===== config.mk =====
export PLATFORM = sky130hd
export DESIGN_NAME = battery_charge_from_voltage
export DESIGN_NICKNAME = d
export VERILOG_FILES = /design/src/hdl/bcv_pkg.sv /design/src/hdl/bcv_front.sv /design/src/hdl/bcv_queue.sv /design/src/hdl/bcv_back.sv /design/src/hdl/battery_charge_from_voltage.sv
export SDC_FILE = /design/constraint.sdc
export NUM_CORES = 1
export LEC_CHECK = 0
export BUFFER_PORTS_ARGS = -buffer_cell sky130_fd_sc_hd__buf_2
export CAP_MARGIN = 25
export CELL_PAD_IN_SITES_DETAIL_PLACEMENT = 1
export CELL_PAD_IN_SITES_GLOBAL_PLACEMENT = 1
export CORE_MARGIN = 8
export CORE_UTILIZATION = 43
export DETAILED_ROUTE_END_ITERATION = 12
export PLACE_DENSITY_LB_ADDON = 0.1
export SLEW_MARGIN = 20
export SYNTH_ARGS = -nofsm -noshare
export SYNTH_HDL_FRONTEND = slang
export SYNTH_SLANG_ARGS = --single-unit

===== constraint.sdc =====
create_clock -name clk_i -period 8.15 [get_ports clk_i]
set_input_delay 1.2225 -clock clk_i [delete_from_list [all_inputs] [get_ports clk_i]]
set_output_delay 1.2225 -clock clk_i [all_outputs]
set_load 0.05 [all_outputs]

===== src/hdl/bcv_pkg.sv =====
// Package with the discharge curve, field widths and the job record shared by the block.
package bcv_pkg;

  localparam int CurvePoints = 11;
  localparam int Segments    = CurvePoints - 1;

  localparam int VoltW = 16;
  localparam int PctW  = 7;
  localparam int DenW  = 11;
  localparam int OffW  = DenW;
  localparam int ProdW = OffW + PctW;
  localparam int NumW  = ProdW + 2;
  localparam int DivW  = DenW + 1;
  localparam int QuoW  = PctW;

  localparam logic [VoltW-1:0] CurveMv [CurvePoints] = '{
    16'd8400, 16'd8100, 16'd7838, 16'd7609, 16'd7508, 16'd7414,
    16'd7326, 16'd7243, 16'd7166, 16'd7020, 16'd6000
  };

  localparam logic [PctW-1:0] CurvePct [CurvePoints] = '{
    7'd100, 7'd94, 7'd77, 7'd62, 7'd53, 7'd41, 7'd27, 7'd15, 7'd8, 7'd3, 7'd0
  };

  localparam logic [PctW-1:0] PctFull  = 7'd100;
  localparam logic [PctW-1:0] PctEmpty = 7'd0;

  // One classified beat: base percentage, segment rise, offset into the segment, segment span.
  typedef struct packed {
    logic [PctW-1:0] p_lo;
    logic [PctW-1:0] dp;
    logic [OffW-1:0] off;
    logic [DenW-1:0] den;
  } job_t;

endpackage


===== src/hdl/bcv_front.sv =====
// Front end: finds the curve segment for a voltage and forms its interpolation job.
module bcv_front (
  input  logic [bcv_pkg::VoltW-1:0] voltage_mv_i,
  output bcv_pkg::job_t             job_o
);

  logic [bcv_pkg::VoltW-1:0] off_full;
  logic [bcv_pkg::VoltW-1:0] den_full;
  logic [bcv_pkg::PctW-1:0]  dp_full;

  always_comb begin
    off_full     = '0;
    den_full     = '0;
    dp_full      = '0;
    job_o.p_lo   = bcv_pkg::PctEmpty;
    job_o.dp     = '0;
    job_o.off    = '0;
    job_o.den    = bcv_pkg::DenW'(1);
    if (voltage_mv_i >= bcv_pkg::CurveMv[0]) begin
      job_o.p_lo = bcv_pkg::PctFull;
    end else if (voltage_mv_i > bcv_pkg::CurveMv[bcv_pkg::CurvePoints-1]) begin
      // Walk from the low end; the segments do not overlap, so at most one of them matches.
      for (int k = bcv_pkg::Segments - 1; k >= 0; k--) begin
        if (voltage_mv_i >= bcv_pkg::CurveMv[k+1] && voltage_mv_i < bcv_pkg::CurveMv[k]) begin
          off_full   = voltage_mv_i - bcv_pkg::CurveMv[k+1];
          den_full   = bcv_pkg::CurveMv[k] - bcv_pkg::CurveMv[k+1];
          dp_full    = bcv_pkg::CurvePct[k] - bcv_pkg::CurvePct[k+1];
          job_o.p_lo = bcv_pkg::CurvePct[k+1];
          job_o.dp   = dp_full;
          job_o.off  = off_full[bcv_pkg::OffW-1:0];
          job_o.den  = den_full[bcv_pkg::DenW-1:0];
        end
      end
    end
  end

endmodule


===== src/hdl/bcv_queue.sv =====
// Two-entry queue of classified jobs between the front end and the back end.
module bcv_queue (
  input  logic          clk_i,
  input  logic          rst_ni,
  input  logic          push_i,
  input  bcv_pkg::job_t push_job_i,
  input  logic          pop_i,
  output logic          full_o,
  output logic          valid_o,
  output bcv_pkg::job_t head_o
);

  bcv_pkg::job_t mem_q [2];
  logic          wr_ptr_q, wr_ptr_d;
  logic          rd_ptr_q, rd_ptr_d;
  logic [1:0]    cnt_q, cnt_d;

  assign full_o  = (cnt_q == 2'd2);
  assign valid_o = (cnt_q != 2'd0);
  assign head_o  = mem_q[rd_ptr_q];

  always_comb begin
    wr_ptr_d = push_i ? ~wr_ptr_q : wr_ptr_q;
    rd_ptr_d = pop_i ? ~rd_ptr_q : rd_ptr_q;
    cnt_d    = cnt_q;
    if (push_i && !pop_i) begin
      cnt_d = cnt_q + 2'd1;
    end else if (pop_i && !push_i) begin
      cnt_d = cnt_q - 2'd1;
    end
  end

  always_ff @(posedge clk_i or negedge rst_ni) begin
    if (!rst_ni) begin
      wr_ptr_q <= 1'b0;
      rd_ptr_q <= 1'b0;
      cnt_q    <= 2'd0;
    end else begin
      wr_ptr_q <= wr_ptr_d;
      rd_ptr_q <= rd_ptr_d;
      cnt_q    <= cnt_d;
    end
  end

  always_ff @(posedge clk_i) begin
    if (push_i) begin
      mem_q[wr_ptr_q] <= push_job_i;
    end
  end

endmodule


===== src/hdl/bcv_back.sv =====
// Back end: multiply, then a pipelined restoring divider that rounds to nearest.
module bcv_back (
  input  logic                     clk_i,
  input  logic                     rst_ni,
  input  logic                     job_valid_i,
  input  bcv_pkg::job_t            job_i,
  output logic                     job_pop_o,
  output logic                     valid_o,
  input  logic                     stall_i,
  output logic [bcv_pkg::PctW-1:0] charge_percent_o
);

  localparam int NumW = bcv_pkg::NumW;
  localparam int QuoW = bcv_pkg::QuoW;

  logic                     vld_q  [QuoW];
  logic [NumW-1:0]          rem_q  [QuoW];
  logic [QuoW-1:0]          quo_q  [QuoW];
  logic [bcv_pkg::DivW-1:0] dv_q   [QuoW];
  logic [bcv_pkg::PctW-1:0] plo_q  [QuoW];
  logic                     out_vld_q;
  logic [bcv_pkg::PctW-1:0] charge_q;

  logic                      adv;
  logic [bcv_pkg::ProdW-1:0] prod;
  logic [NumW-1:0]           num0;

  logic [NumW-1:0]          rem_d [QuoW];
  logic [QuoW-1:0]          quo_d [QuoW];
  logic [NumW-1:0]          last_div;
  logic                     last_bit;
  logic [bcv_pkg::PctW-1:0] charge_d;

  // The whole back end moves together unless a finished beat is held at the output.
  assign adv       = !out_vld_q || !stall_i;
  assign job_pop_o = adv && job_valid_i;

  // Rounded quotient of 2*off*dp + den over 2*den.
  assign prod = bcv_pkg::ProdW'(job_i.off) * bcv_pkg::ProdW'(job_i.dp);
  assign num0 = NumW'({prod, 1'b0}) + NumW'(job_i.den);

  assign rem_d[0] = num0;
  assign quo_d[0] = '0;

  for (genvar j = 1; j < QuoW; j++) begin : g_step
    logic [NumW-1:0] div_sh;
    assign div_sh = NumW'(dv_q[j-1]) << (QuoW - j);
    always_comb begin
      rem_d[j] = rem_q[j-1];
      quo_d[j] = quo_q[j-1];
      if (rem_q[j-1] >= div_sh) begin
        rem_d[j]          = rem_q[j-1] - div_sh;
        quo_d[j][QuoW-j]  = 1'b1;
      end
    end
  end

  assign last_div = NumW'(dv_q[QuoW-1]);
  assign last_bit = (rem_q[QuoW-1] >= last_div);
  assign charge_d = plo_q[QuoW-1] + (quo_q[QuoW-1] | QuoW'(last_bit));

  always_ff @(posedge clk_i or negedge rst_ni) begin
    if (!rst_ni) begin
      for (int i = 0; i < QuoW; i++) begin
        vld_q[i] <= 1'b0;
      end
      out_vld_q <= 1'b0;
    end else if (adv) begin
      vld_q[0] <= job_valid_i;
      for (int i = 1; i < QuoW; i++) begin
        vld_q[i] <= vld_q[i-1];
      end
      out_vld_q <= vld_q[QuoW-1];
    end
  end

  always_ff @(posedge clk_i) begin
    if (adv) begin
      rem_q[0] <= rem_d[0];
      quo_q[0] <= quo_d[0];
      dv_q[0]  <= {job_i.den, 1'b0};
      plo_q[0] <= job_i.p_lo;
      for (int i = 1; i < QuoW; i++) begin
        rem_q[i] <= rem_d[i];
        quo_q[i] <= quo_d[i];
        dv_q[i]  <= dv_q[i-1];
        plo_q[i] <= plo_q[i-1];
      end
      charge_q <= charge_d;
    end
  end

  assign valid_o          = out_vld_q;
  assign charge_percent_o = charge_q;

endmodule


===== src/hdl/battery_charge_from_voltage.sv =====
// Throughput: one beat per cycle while stall_i is low; the back end is a multiply stage and a seven-step
// divider pipeline that all advance together, with a two-entry queue in front of it.
// Reset: rst_ni clears the queue pointers and count and all valid flags asynchronously; data registers are not reset.
// Charge is interpolated on the fixed discharge curve and rounded to nearest, halves up.
module battery_charge_from_voltage (
  input  logic                     clk_i,
  input  logic                     rst_ni,
  input  logic                     valid_i,
  output logic                     stall_o,
  input  logic [bcv_pkg::VoltW-1:0] voltage_mv_i,
  output logic                     valid_o,
  input  logic                     stall_i,
  output logic [bcv_pkg::PctW-1:0] charge_percent_o
);

  bcv_pkg::job_t front_job;
  bcv_pkg::job_t head_job;
  logic          q_full;
  logic          q_vld;
  logic          q_pop;
  logic          in_accept;

  assign stall_o   = q_full;
  assign in_accept = valid_i && !q_full;

  bcv_front u_front (
    .voltage_mv_i (voltage_mv_i),
    .job_o        (front_job)
  );

  bcv_queue u_queue (
    .clk_i      (clk_i),
    .rst_ni     (rst_ni),
    .push_i     (in_accept),
    .push_job_i (front_job),
    .pop_i      (q_pop),
    .full_o     (q_full),
    .valid_o    (q_vld),
    .head_o     (head_job)
  );

  bcv_back u_back (
    .clk_i            (clk_i),
    .rst_ni           (rst_ni),
    .job_valid_i      (q_vld),
    .job_i            (head_job),
    .job_pop_o        (q_pop),
    .valid_o          (valid_o),
    .stall_i          (stall_i),
    .charge_percent_o (charge_percent_o)
  );

  a_charge_range: assert property (@(posedge clk_i) disable iff (!rst_ni)
    valid_o |-> (charge_percent_o <= bcv_pkg::PctFull))
    else $error("charge above full scale");

  a_full_not_empty: assert property (@(posedge clk_i) disable iff (!rst_ni)
    q_full |-> q_vld)
    else $error("queue full but reports no head entry");

  a_pop_needs_entry: assert property (@(posedge clk_i) disable iff (!rst_ni)
    q_pop |-> q_vld)
    else $error("back end popped an empty queue");

  a_stall_holds_result: assert property (@(posedge clk_i) disable iff (!rst_ni)
    (valid_o && stall_i) |=> (valid_o && $stable(charge_percent_o)))
    else $error("held result beat changed under stall");

endmodule

==> results.md, run 1 <==
* TritonRoute pass-1 iters at 5
* Synth Area per Inst at between 10 and 15 um^2
* IO buf count at 28
* Worst-path fanout max at 18
* Vias at 14.2k
* Critical path launch point type: flop
* Starting density of the core at 43.6%
* Fin worst setup slack at ~1.8 ns
* Dpl ws at 1.72 ns
* Required time worst endpoint at 8.44 ns
* Core area at roughly 48000 um^2
* Seq. cell area at 10700 um^2
* Critical path type: reg -> reg
* Root Driver: clkbuf_16
* Post-layout util at 48.3%
* Post-DR vias/cell at 5.60
* Row cnt at 80
* Area delta synth->final at 10.8%
* Finished layout cell area at between 20000 and 25000 um^2
* # hold bufs at CTS at 0
* Hold Crit Class: reg -> reg
* Combinational share of power at about 52%
* GR Util met2 at 34.3%
* Seq pwr share at 31.8%
* Placer's final routability congestion estimate at a little under 0.9
* Most used DFF post-synth: edfxtp_1
* Initial antenna violation count at 0
* Grt met1 use at 19.4%
* Peak Freq at 157 MHz
* Slew headroom at 34.8%
* Placed Area at approximately 22000 um^2
* Final hold violation count at 0
* CP arrival at 6.67 ns
* Top cell type by total area after synthesis: edfxtp_1
* Synth Instances at 1860
* Asr flop ratio synth at 3.36%
* Clock Skews at 0.0352 ns
* GRT overflow at 0
* Most instantiated cells after synthesis: edfxtp_1, inv_1, nand2_1
* Largest cells by area after synthesis: edfxtp_1, ha_1, fa_1, inv_1, xnor2_1
* Worst-path clk slew at 0.06 ns
* EDFF count, synth at 345
* Setup violators final at 0
* Int Pwr at 6.87 mW
* Antenna-violating nets left at 0
* FF+latch count, synth at 357
* Sequential element share of the synthesized area at approximately half
* Number of buffers created by CTS at 40
* Peak VDD IR at 0.318 mV
* Total Nets Final at 2079
* Clock latency at the later pin of the worst-skew pair at approximately 0.57 ns
* Post-CTS setup buffers at 0
* Psw at 4.53 mW
* Distinct cells, synth at 89
* CTS sink count at 357
* TritonCTS clock tree: done
* Synthesized net count at between 2k and 2.5k
* Global-route track usage on met3 at roughly 2.4%
* Leakage at 9.08 nW
* Post-CTS resize count at 0
* First-pass GRT wire length at ~80000 um
* Hold_ws at 0.410 ns
* Syn. warnings at 0
* Final Max Tran Viols at 0
* Syn Std Cell Area at 20800 um^2
* Most common cell in the netlist: edfxtp_1
* Share of cells above drive strength 1 at 9.39%
* DRC at 0
* Sw frac at 39.7%
* Status: complete, no violations
* Antenna Cells at 0
* CP Cell Sequence: mux2i_1 -> nor2_1 -> fa_1 -> ha_1 -> fa_1 -> inv_1 -> fa_1 -> inv_1 -> ha_1 -> and3_1 -> a21oi_1 -> nand3b_1 -> xor2_1 -> ha_1 -> nor2_1 -> nor2_1 -> o41a_1 -> and2_1 -> nand4_1 -> xnor2_1
* Vias in the first global route at 15.2k
* Clk pwr share at 16.6%
* Worst-Margin Slew at 0.978 ns
* GRT Total Usage at 17.6%
* First DRT Iteration DRCs at 730
* Routed WL per cell at 19.6 um
* Power per cell area at 493 nW/um^2
* Max cap viols at 0
* Die Y-Extent at 236 um
* DIE AREA at 55800 um^2
* Final period utilization at a little under 80%
* H-tree depth at 2
* I/O pin cnt at 29
* GRT Max-Usage Layer: met2
* Chip width at 236 um
* Min Tclk post-route at 6.38 ns
* Slowest cell delay on critical path at 0.95 ns
* Setup tns final at 0 ns
* Fillers at 5061
* Multi-input gate area at 9310 um^2
* RSZ-0062 raised after global routing: false
* Pin count of the biggest net entering global routing at 142
* CP max-delay cell: dfrtp_1
* Post-DP HPWL at around 37000 um
* Top-area cell type share of the netlist area at between 40 and 50%
* Endpoint type of the worst setup path: flop
* WL final at roughly 50000 um
* Clk buf depth at 3
metrics by stage:
step | power [mW] | std cells
after global placement | 9.33 | 2454
final | 11.4 | 2532
after detailed placement | 9.60 | 2456
after global routing | 12.4 | 2532
after floorplan | 8.19 | 1860
after CTS | 11.6 | 2530
critical path, delay by kind of cell (launching register included):
kind | cells | cell delay, ns
compound gates | 2 | 0.35
xor+xnor | 2 | 0.32
fa+ha+maj | 6 | 2.57
buf+inv | 2 | 0.09
flops | 1 | 0.95
mux | 1 | 0.86
simple gates | 7 | 0.95
path summary, 6_finish.rpt:
check	start	to	slack (ns)	depth (start not counted)
setup / recovery	u_queue.rd_ptr_q	u_back.rem_q[0][17]	1.77	20
hold / removal	u_back.plo_q[4][2]	u_back.plo_q[5][2]	0.41	0
setup reg to reg	u_queue.rd_ptr_q	u_back.rem_q[0][17]	1.77	20
hold reg to reg	u_back.plo_q[4][2]	u_back.plo_q[5][2]	0.41	0
max in group asynchronous	rst_ni	u_queue.rd_ptr_q	7.28	1
min in group asynchronous	rst_ni	u_back.vld_q[6]	0.56	1
cells in the final DEF (no fill, tap or decap), drive strengths merged, types with 23 or more instances in the layout:
master    n
nor2b    23
a21oi   103
buf      45
mux2     30
mux2i    27
nand3    39
o21ai    97
nor2    136
xor2     51
clkbuf   43
ha      139
inv     167
edfxtp  345
a21o     27
fa       35
nor4     24
xnor2    64
nand2b   28
nand2   141
clkinv   24
nor3     51
power groups by stage:
stage                     clock network, mW  registers (mW)  logic (mW)
after detailed placement                  0            3.68        5.92
final                                  1.89            3.63        5.88
after floorplan                           0            3.62        4.57
after global placement                    0            3.64        5.68
after CTS                              1.94            3.64        5.96
after global routing                   2.01            3.71        6.72
final cells by class:
cell class                 count  share of cell area, %
sequential                   357                   46.1
multi-input combinational   1274                   40.3
clock buffer                  43                   4.42
tap                          615                   3.33
inverter                     167                   2.71
clock inverter                31                   1.75
timing repair buffer          45                   1.35
kinds of logic (layout without fill, tap and decap cells):
logic type | count (synthesis) | in the layout | synth area share (%)
compound gates | 385 | 385 | 12.1
xor+xnor | 115 | 115 | 4.83
fa+ha+maj | 174 | 174 | 11.7
buf+inv | 229 | 286 | 4.44
flops | 357 | 357 | 51.1
mux | 57 | 57 | 2.92
simple gates | 543 | 543 | 12.9
layer usage:
layer,vias to the layer above,share of wire [%]
met5,-,0
met4,0,2.8
met3,96,3.6
met2,245,54
met1,7028,40
li1,6815,-
state kept, by name, indices dropped and copies added (netlist names):
name and count:
u_back.charge_percent_o 7, u_back.dv_q 63, u_back.plo_q 49, u_back.quo_q 21, u_back.rem_q 139, u_back.valid_o 1, u_back.vld_q 7, u_queue.cnt_q 2
u_queue.mem_q 66, u_queue.rd_ptr_q 1, u_queue.wr_ptr_q 1
Power figures use the tool's default switching activity.
==> run 2: changes to the inputs <==
- ABC_AREA: default -> 1
- clock period: 8.15 -> 6.5 ns (I/O delays scaled with it)
==> results.md, run 2 <==
* Status: complete, no violations
* Most used DFF post-synth: edfxtp_1
* Top-area cell type share of the netlist area at 47.8% (-1.9 points)
* Synthesized net count at 2495 (+21%)
* Peak Freq at 164 MHz (+4.7%)
* Max cap viols at 0 (unchanged)
* Placed Area at 22600 um^2 (+4.5%)
* Area delta synth->final at 10.8% (about the same)
* Asr flop ratio synth at 3.36% (unchanged)
* Final Max Tran Viols at 0 (unchanged)
* Min Tclk post-route at 6.10 ns (-0.289 ns)
* Total Nets Final at 2545 (+22%)
* Clock latency at the later pin of the worst-skew pair at 0.56 ns (about the same)
* Synth Instances at 2301 (+24%)
* Fillers at 5730 (+13%)
* Clk buf depth at 3 (unchanged)
* Top flop regs: u_back.rem_q x139, u_queue.mem_q x66, u_back.dv_q x63
* Antenna Cells at 0 (unchanged)
* First-pass GRT wire length at 92100 um (+15%)
* Post-CTS resize count at 0 (unchanged)
* FF+latch count, synth at 357 (unchanged)
* DRC at 0 (unchanged)
* First DRT Iteration DRCs at 733 (+0.41%)
* Post-DR vias/cell at 5.22 (-6.8%)
* Final hold violation count at 0 (unchanged)
* Routed WL per cell at 18.7 um (-4.8%)
* Antenna-violating nets left at 0 (unchanged)
* Chip width at 241 um (+1.9%)
* Syn Std Cell Area at 21700 um^2 (+4.0%)
* Worst-path clk slew at 0.06 ns (about the same)
* Fin worst setup slack at 0.405 ns (-1.36 ns)
* Syn. warnings at 0 (unchanged)
* R2r setup slk at 0.40 ns (-1.36 ns)
* Distinct cells, synth at 63 (-29%)
* Worst-path fanout max at 12 (-6)
* CP arrival at 6.40 ns (-0.27 ns)
* Slowest cell delay on critical path at 0.54 ns (-0.41 ns)
* TritonRoute pass-1 iters at 4 (-1)
* Dpl cells at 2980 (+21%)
* H-tree depth at 2 (unchanged)
* Endpoint type of the worst setup path: flop
* IO buf count at 28 (unchanged)
* Post-DP HPWL at 44100 um (+19%)
* Origin of the critical flop-to-flop path: u_queue.rd_ptr_q
* TritonCTS clock tree: done
* Most instantiated cells after synthesis: nand2_1, edfxtp_1, inv_1
* Vias in the first global route at 17.4k (+14%)
* Final period utilization at 93.8% (+15 points)
* Sequential element share of the synthesized area at 49.2% (-2.0 points)
* Setup violators final at 0 (unchanged)
* Synth Area per Inst at 9.43 um^2 (-16%)
* Finished layout cell area at 24000 um^2 (+4.0%)
* Non-Filler Instances at 3056 (+21%)
* # hold bufs at CTS at 0 (unchanged)
* Most common cell after layout, fill and taps aside: nand2_1
* Largest register FFs at 139 (unchanged)
* Commonest non-fill, non-tap cells in the layout: nand2_1, edfxtp_1, inv_1, nor2_1, ha_1
* Vias at 16.0k (+12%)
* Biggest register: u_back.rem_q
* Reg2Reg Depth at 29 (+45%)
* Clock Skews at 0.0259 ns (-0.00929 ns)
* Pin count of the biggest net entering global routing at 174 (+23%)
* Critical path launch point type: flop
* Worst-Margin Slew at 0.968 ns (-0.0105 ns)
* CP max-delay cell: fa_1
* CP most frequent cell: nand2_1
* Root Driver: clkbuf_16
* Number of buffers created by CTS at 41 (+2.5%)
* GRT Total Usage at 20.1% (+2.5 points)
* Top cell type by total area after synthesis: edfxtp_1
* Largest cells by area after synthesis: edfxtp_1, nand2_1, ha_1, inv_1, xor2_1
* Post-CTS setup buffers at 0 (unchanged)
* Most common cell in the netlist: nand2_1
* Row cnt at 82 (+2.5%)
* EDFF count, synth at 345 (unchanged)
* Share of cells above drive strength 1 at 9.27% (-0.12 points)
* CTS sink count at 357 (unchanged)
* Dpl ws at 0.132 ns (-1.59 ns)
* Reg-to-reg critical path endpoint: u_back.rem_q[0][15]
* DIE AREA at 57900 um^2 (+3.8%)
* I/O pin cnt at 29 (unchanged)
* Hold Crit Class: in -> async
* Required time worst endpoint at 6.80 ns (-1.64 ns)
* WL final at 57200 um (+15%)
* Critical path type: reg -> reg
* Slew headroom at 35.4% (+0.63 points)
* Die Y-Extent at 241 um (+1.9%)
* GRT overflow at 0 (unchanged)
* Core area at 50000 um^2 (+4.4%)
* Initial antenna violation count at 0 (unchanged)
* Starting density of the core at 43.4% (-0.17 points)
* Placer's final routability congestion estimate at 0.883 (about the same)
## run 2: cell types whose count changed after synthesis, sizes merged, moves of 27 or more
| cell | before | now |
|---|---|---|
| xor2 | 51 | 87 |
| xnor2 | 64 | 37 |
| mux2 | 30 | 2 |
| nand2b | 28 | 0 |
| inv | 166 | 335 |
| o21ai | 97 | 159 |
| nor2 | 136 | 214 |
| nand3 | 39 | 84 |
| nand2 | 141 | 516 |
## run 2: area by class of cell
| class | count | area, um^2 | area share, % |
|---|---|---|---|
| clock inverter | 26 | 327 | 1.36 |
| inverter | 337 | 1270 | 5.30 |
| sequential | 357 | 10700 | 44.4 |
| timing repair buffer | 44 | 280 | 1.17 |
| multi-input combinational | 1570 | 9560 | 39.8 |
| clock buffer | 50 | 1090 | 4.54 |
| tap | 672 | 841 | 3.50 |
## run 2: cell families (layout without fill, tap and decap cells)
kind of cell / after synthesis / count (layout) / share of synthesized area, %
simple gates: 917 / 917 / 18.3
buf+inv: 374 / 457 / 6.92
flops: 357 / 357 / 49.2
compound gates: 345 / 345 / 8.94
fa+ha+maj: 174 / 174 / 11.2
xor+xnor: 124 / 124 / 5.01
mux: 10 / 10 / 0.473
## run 2: worst max-delay path by stage
| stage | from | endpoint | slack, ns | cells past startpoint |
|---|---|---|---|---|
| after CTS | u_queue.rd_ptr_q | u_back.rem_q[0][15] | 0.12 | 29 |
| after global routing | u_queue.rd_ptr_q | u_back.rem_q[0][16] | -0.004 | 29 |
| after detailed placement | u_queue.rd_ptr_q | u_back.rem_q[0][15] | 0.13 | 29 |
| after floorplan | u_queue.rd_ptr_q | u_back.rem_q[0][15] | 0.49 | 30 |
| after global placement | u_queue.rd_ptr_q | u_back.rem_q[0][15] | 0.38 | 29 |
| final | u_queue.rd_ptr_q | u_back.rem_q[0][15] | 0.40 | 29 |
## run 2: worst max-delay path, delay by kind of cell, from the launching register on
kind,cells,cell delay [ns]
AOI/OAI and AO/OA,5,0.75
xor gates and xnor gates,2,0.32
adders and majority gates,6,2.56
buffers and inverters,4,0.35
DFF,1,0.34
and+or+nand+nor,12,1.52
## run 2: metal layers
metal | global-route usage (%) | wire (um) | part of all wire, %
met1 | 23.1 | 23200 | 41
met2 | 37.7 | 30100 | 53
met3 | 2.41 | 1720 | 3.0
met4 | 7.81 | 2120 | 3.7
met5 | 0 | 0 | 0
## run 2: metrics by stage
| step | hold WS [ns] | TNS, ns | utilization, % |
|---|---|---|---|
| floorplan | 0.400 | 0 | - |
| global placement | 0.403 | 0 | 45.2 |
| detailed placement | 0.406 | 0 | 45.2 |
| CTS | 0.293 | 0 | 48.0 |
| global route | 0.315 | -0.00375 | 48.1 |
| finish | 0.325 | 0 | 48.1 |
Power of run 2 is left out: the tool's default activity adds up to more than one toggle a clock period on the data nets, which glitch-free logic cannot reach.
==> run 3: changes to the inputs <==
- ABC_AREA: 1 -> default
==> results.md, run 3 (synthesized netlist as in run 1, its figures left out) <==
* Worst-path clk slew at 0.06 ns (about the same)
* GRT overflow at 0 (unchanged)
* Largest register FFs at 139 (unchanged)
* Hold Crit Class: in -> async
* Post-layout util at 48.2% (+0.078 points)
* Origin of the critical flop-to-flop path: u_queue.rd_ptr_q
* Post-DR vias/cell at 5.59 (+7.0%)
* Die Y-Extent at 236 um (-1.8%)
* Worst-path fanout max at 13 (+1)
* Core area at 47800 um^2 (-4.2%)
* Min Tclk post-route at 5.80 ns (-0.300 ns)
* Starting density of the core at 43.6% (+0.17 points)
* Biggest register: u_back.rem_q
* Post-CTS setup buffers at 0 (unchanged)
* Final hold violation count at 0 (unchanged)
* Non-Filler Instances at 2540 (-17%)
* Commonest non-fill, non-tap cells in the layout: edfxtp_1, inv_1, nand2_1, ha_1, nor2_1
* Post-DP HPWL at 37600 um (-15%)
* RSZ-0062 raised after global routing: false
* Pin count of the biggest net entering global routing at 86 (-51%)
* Routed WL per cell at 19.7 um (+5.2%)
* Vias in the first global route at 15.3k (-12%)
* Root Driver: clkbuf_16
* Final Max Tran Viols at 0 (unchanged)
* Critical path type: reg -> reg
* Reg2Reg Depth at 20 (-31%)
* DRC at 0 (unchanged)
* CP arrival at 6.08 ns (-0.32 ns)
* Power per cell area at 615 nW/um^2
* Crit path launch: u_queue.rd_ptr_q
* Fillers at 5058 (-12%)
* Total Nets Final at 2087 (-18%)
* I/O pin cnt at 29 (unchanged)
* Dpl cells at 2465 (-17%)
* Row cnt at 80 (-2.4%)
* Number of buffers created by CTS at 40 (-2.4%)
* Peak Freq at 173 MHz (+5.2%)
* Slew headroom at 33.0% (-2.4 points)
* Max cap viols at 0 (unchanged)
* Multi-input gate area at 9310 um^2 (-2.6%)
* Most common cell after layout, fill and taps aside: edfxtp_1
* Initial antenna violation count at 0 (unchanged)
* TritonRoute pass-1 iters at 5 (+1)
* Antenna Cells at 0 (unchanged)
* Area delta synth->final at 10.6%
* Leakage at ~9 nW
* Placer's final routability congestion estimate at 0.882 (-0.12%)
* Post-CTS resize count at 0 (unchanged)
* Pwr Total at 14.2 mW
* IO buf count at 28 (unchanged)
* Top flop regs: u_back.rem_q x139, u_queue.mem_q x66, u_back.dv_q x63
* H-tree depth at 2 (unchanged)
* Status: complete, no violations
* Clock Skews at 0.0323 ns (+0.00634 ns)
* Clk buf depth at 3 (unchanged)
* Peak VDD IR at 0.389 mV
* Setup violators final at 0 (unchanged)
* CTS sink count at 357 (unchanged)
* GRT Total Usage at 17.8% (-2.3 points)
* Antenna-violating nets left at 0 (unchanged)
* TritonCTS clock tree: done
* Worst-Margin Slew at 0.992 ns (+0.0241 ns)
* # hold bufs at CTS at 0 (unchanged)
* Required time worst endpoint at 6.79 ns (about the same)
* Seq. cell area at 10700 um^2 (unchanged)
* DIE AREA at 55800 um^2 (-3.6%)
* WL final at 50000 um (-13%)
* Share of cells above drive strength 1 at 9.45% (+0.18 points)
* Clock latency at the later pin of the worst-skew pair at 0.57 ns (about the same)
* Chip width at 236 um (-1.8%)
* Final period utilization at 89.2% (-4.6 points)
* Endpoint type of the worst setup path: flop
* Setup tns final at 0 ns (unchanged)
* First DRT Iteration DRCs at 609 (-17%)
* Vias at 14.2k (-11%)
* First-pass GRT wire length at 80800 um (-12%)
* Critical path launch point type: flop
run 3: cell types whose count changed in the layout (fill, tap and decap cells not counted), sizes merged, moves of 23 or more:
cell,change
nor2,-78
nand3,-45
xnor2,+27
inv,-171
nand2,-375
xor2,-36
nand2b,+28
o21ai,-62
mux2,+28
nor2b,+23
run 3: metal layers:
| metal | track usage [%] | wire, um | up-vias | part of all wire (%) |
|---|---|---|---|---|
| li1 | - | - | 6824 | - |
| met1 | 19.6 | 19900 | 6978 | 40 |
| met2 | 33.5 | 26300 | 260 | 53 |
| met3 | 2.88 | 1810 | 126 | 3.6 |
| met4 | 7.58 | 2030 | 0 | 4.1 |
| met5 | 0 | 0 | - | 0 |
run 3: layout make-up:
cell class | count | share of cell area [%]
flip-flops and latches | 357 | 46.3
multi-input cells | 1274 | 40.4
clock buffers | 51 | 4.65
well taps | 615 | 3.34
inverters | 167 | 2.72
repair buffers | 53 | 1.51
clock inverters | 23 | 1.13
run 3: where the power goes:
group | internal, mW | switching [mW]
clock network | 1.31 | 0.916
registers | 4.07 | 0.474
logic | 3.12 | 4.28
total | 8.50 | 5.67
run 3: stage by stage:
step           worst slack [ns]  hold slack (ns)  area, um^2
6_report                  0.705            0.315       23000
5_1_grt                   0.306            0.313       23000
4_1_cts                   0.660            0.296       23000
3_5_place_dp              0.734            0.406       21700
3_3_place_gp              0.884            0.402       21700
2_1_floorplan             0.267            0.400       20900
run 3: critical path, cell delays in order (launching register included):
cell,delay [ns]
dfrtp_1,0.77
mux2i_1,0.47
nor2_1,0.12
fa_1,0.50
ha_1,0.33
fa_1,0.54
inv_1,0.06
fa_1,0.52
inv_1,0.04
ha_1,0.36
and3_1,0.19
a21oi_1,0.17
nand3b_1,0.14
xor2_1,0.17
ha_1,0.35
nor2_1,0.06
nor2_1,0.11
o41a_1,0.19
and2_1,0.16
nand4_1,0.12
xnor2_1,0.16
run 3: worst paths after layout:
path                                        to  slack, ns
max in group asynchronous     u_queue.rd_ptr_q       5.88
min reg2reg                 u_back.plo_q[4][3]       0.41
max reg2reg                u_back.rem_q[0][17]       0.70
min                           u_queue.cnt_q[1]       0.32
max                        u_back.rem_q[0][17]       0.70
min in group clk_i          u_back.plo_q[4][3]       0.41
